==> src/rtl/sss_ram.sv <==
// Generic simple dual-port RAM: one write port, one read port, registered read.
// No dependencies.
`default_nettype none
module sss_ram #(
	parameter int WIDTH = 8,
	parameter int DEPTH = 256
) (
	input  wire                     clk,
	input  wire                     we,
	input  wire [$clog2(DEPTH)-1:0] waddr,
	input  wire [WIDTH-1:0]         wdata,
	input  wire                     re,
	input  wire [$clog2(DEPTH)-1:0] raddr,
	output logic [WIDTH-1:0]        rdata
);

	logic [WIDTH-1:0] mem [DEPTH];

	// Write port
	always_ff @(posedge clk) begin
		if (we) begin
			mem[waddr] <= wdata;
		end
	end

	// Registered read; data holds while no read is issued
	always_ff @(posedge clk) begin
		if (re) begin
			rdata <= mem[raddr];
		end
	end

endmodule
`default_nettype wire

==> config.mk <==
export PLATFORM = sky130hd
export DESIGN_NAME = sss_ram
export DESIGN_NICKNAME = d
export VERILOG_FILES = /design/src/rtl/sss_ram.sv
export SDC_FILE = /design/constraint.sdc
export NUM_CORES = 2
export LEC_CHECK = 0
export BUFFER_PORTS_ARGS = -buffer_cell sky130_fd_sc_hd__clkbuf_2
export CORE_MARGIN = 2
export CORE_UTILIZATION = 33
export CTS_BUF_LIST = sky130_fd_sc_hd__clkbuf_8
export DETAILED_ROUTE_END_ITERATION = 7
export HOLD_SLACK_MARGIN = 0.15
export PLACE_DENSITY_LB_ADDON = 0.2
export SLEW_MARGIN = 20
export SYNTH_ARGS = -nofsm -noshare
export SYNTH_HDL_FRONTEND = slang
export SYNTH_SLANG_ARGS = --single-unit
==> constraint.sdc <==
create_clock -name clk -period 2.6 [get_ports clk]
set_clock_uncertainty 0.15 [all_clocks]
set_input_delay 0.13 -clock clk [delete_from_list [all_inputs] [get_ports clk]]
set_output_delay 0.13 -clock clk [all_outputs]
set_load 0.005 [all_outputs]
==> results.toml <==
[sta]
rsz0062_at_grt = "true"
timing.final.crit_period_ns = 2.62
drv_slew = 0
hold_slack_ns = 0.266
finalWorstSetupSlack_ns = -0.0187
fmax_mhz = 382
setup_viol = 7
fin_crit_sh_pct = 101
finalSetupTns_ns = -0.0546
worstMarginPinSlew_ns = 0.933
hold_viol_final = 0
maxSlewHeadroom_pct = 37.8

[power_and_ir_drop]
irDropWorstVdd_v = 0.000549
power_mw = 67.3
powerDensity_mw_per_mm2 = 700
p_leak_nw = 31.3

[cts]
clk_path_buf_depth = 4
cts_max_level = 5
clock-sinks = 2056
tritoncts = "built"
numCtsBuffers = 359
path_clk_slew_ns = 0.06
clk_latency_ns = 1.07
root_buffer = "clkbuf_8"

[detailed_routing]
ant_nets = 0
wl_mm = 227
drt_iter0_drc = 3959
first_pass_iters = 6
via_per_inst = 5.13
num_vias = 41400
route.detailed.drc = 0
drt-wirelength-per-cell_um = 28.1

[synth]
synthDistinctLibCells = 54
yosysSeqAreaShare_pct = 77.5
synth_area_sq_mm = 0.0796
synth_cells = 3733
synth_warnings = 0
synth_seq_cells = 2056
synth_area_leaders = "edfxtp_1, mux4_2, mux2i_1"
synth_top_area_share_pct = 77.5
syn_avg_cell_area_sq_um = 21.3
synthesis.nets = 3760
yosysTopAreaCell = "edfxtp_1"

[final_layout]
fin_nets = 4689
design_area_sq_mm = 0.0960
drive_gt1_share_pct = 34.1
final_cell_count_no_fill = 8087
final_core_util_pct = 40.0
area_growth_pct = 20.6

[worst_setup_path]
arrival_ns = 3.25
r2r-end = "rdata[2]$_DFFE_PP_"
cp-start-kind = "flip-flop"
cp_max_fo = 1
worstPathRequired_ns = 3.23
end_kind = "flip-flop"
reg2reg_depth = 6
timing.rr.start = "mem[86][2]$_DFFE_PP_"
crit_type = "reg2reg"
reg2reg_setup_slack_ns = -0.02

[worst_hold_path]
hold_path_class = "in2reg"
whs_endpoint = "mem[240][0]$_DFFE_PP_"
worstHoldStart = "wdata[0]"
whs_path_depth = 3

[global_routing]
grt_pass1_vias = 42900
grt-ovfl-total = 0
track_usage_pct = 18.4
grt_pass1_wl_mm = 321
grt_max_degree = 102
antenna_found_initial = 14

[place]
routabilityCongestion = 0.817
pre_cts_ws_ns = -0.954
place_area_sq_mm = 0.0891
port_buffers = 34
dp_cells = 7438
dp_hpwl_mm = 146

[run_status]
status = "finished with violations"
violations = "setup timing"

[floorplanning]
core_sq_mm = 0.240
io_pins = 35
fp.dieH_um = 495
initial_core_util_pct = 33.1
die_w_um = 495
fp-row-count = 180
die_area_sq_mm = 0.245

[flow_run]
drv_cap = 0
## power breakdown
group,total [mW],switching (mW),internal (mW)
Combinational,4.14,2.45,1.69
Sequential,36.6,0.0647,36.6
Clock,26.5,12.8,13.7
## cell usage after synthesis, drive strengths merged
master / n
or2b: 1
o22a: 5
nor2b: 31
mux4: 456
nand3b: 2
buf: 122
nand4: 10
mux2i: 134
nand2: 33
mux2: 1
nand2b: 8
and3b: 2
nor3: 22
clkinv: 1
a22o: 8
a311oi: 2
nor2: 282
a21oi: 96
nor4: 27
o311ai: 1
a2111oi: 5
clkbuf: 111
o22ai: 28
or2: 4
and2: 6
o32ai: 5
o211ai: 10
o21ai: 12
inv: 1
a211oi: 16
a21boi: 1
o221ai: 47
a31oi: 2
nor3b: 1
nand3: 34
or3b: 1
nor4b: 1
edfxtp: 2056
a221oi: 14
and3: 1
a22oi: 133
## flip-flops by register name (all words and copies together) (netlist names)
signal / count
rdata: 8
mem: 2048
## cells in the final DEF (no fill, tap or decap), types with 14 or more instances in the layout
cell	instances
inv_1	107
nand3_1	28
nor4_1	14
nor2b_1	25
buf_4	627
a21oi_1	96
mux2i_1	134
mux4_2	454
nor3_1	20
clkinv_2	24
o221ai_1	45
clkbuf_8	364
buf_12	96
edfxtp_1	2056
a22oi_1	132
nand2_1	33
nor2_1	279
clkbuf_2	22
clkinv_1	84
dlygate4sd3_1	41
o22ai_1	27
## worst max-delay path, cell delays in order (launching register included)
cell	delay [ns]
edfxtp_1	0.37
mux4_2	0.47
mux4_2	0.50
nor2b_4	0.16
nor4_4	0.46
buf_4	0.21
nor4_2	0.03
## routing by layer
layer | vias up | track usage [%] | part of all wire (%)
li1 | 17600 | - | -
met1 | 22200 | 25.5 | 43
met2 | 1269 | 29.8 | 49
met3 | 316 | 3.36 | 5.6
met4 | 6 | 5.26 | 2.3
met5 | - | 0 | 0.015
## repair_timing
item / in CTS / in global routing
endpoints found under the setup margin: 8 / 11
buffers inserted: 0 / 0
hold buffers: 48 / 0
pin swaps: 8 / 3
endpoints found under the hold margin: 4097 / 0
gates resized for setup: 22 / 6
## worst max path at each step
stage | depth (start not counted) | to | from | slack, ns
4_1_cts | 6 | rdata[1]$_DFFE_PP_ | mem[86][1]$_DFFE_PP_ | -0.08
3_3_place_gp | 12 | rdata[2]$_DFFE_PP_ | raddr[0] | -1.20
3_5_place_dp | 12 | rdata[0]$_DFFE_PP_ | raddr[0] | -0.95
5_1_grt | 6 | rdata[2]$_DFFE_PP_ | mem[83][2]$_DFFE_PP_ | -0.05
6_report | 6 | rdata[2]$_DFFE_PP_ | mem[86][2]$_DFFE_PP_ | -0.02
2_1_floorplan | 9 | rdata[2]$_DFFE_PP_ | raddr[0] | 0.24
## cell type report
type / count / area [sq um]
repair buffers: 801 / 7440
flip-flops and latches: 2056 / 61700
well taps: 3185 / 3990
clock inverters: 231 / 1150
inverters: 2 / 7.51
diodes: 6 / 15.0
multi-input cells: 1442 / 16700
clock buffers: 364 / 5010
fillers: 21500 / 144000
## kinds of logic after synthesis
family | synth area share [%]
DFF | 77.5
muxes | 14.6
and+or+nand+nor | 2.63
AOI/OAI and AO/OA | 3.42
buffers and inverters | 1.83
Power figures use the tool's default switching activity.
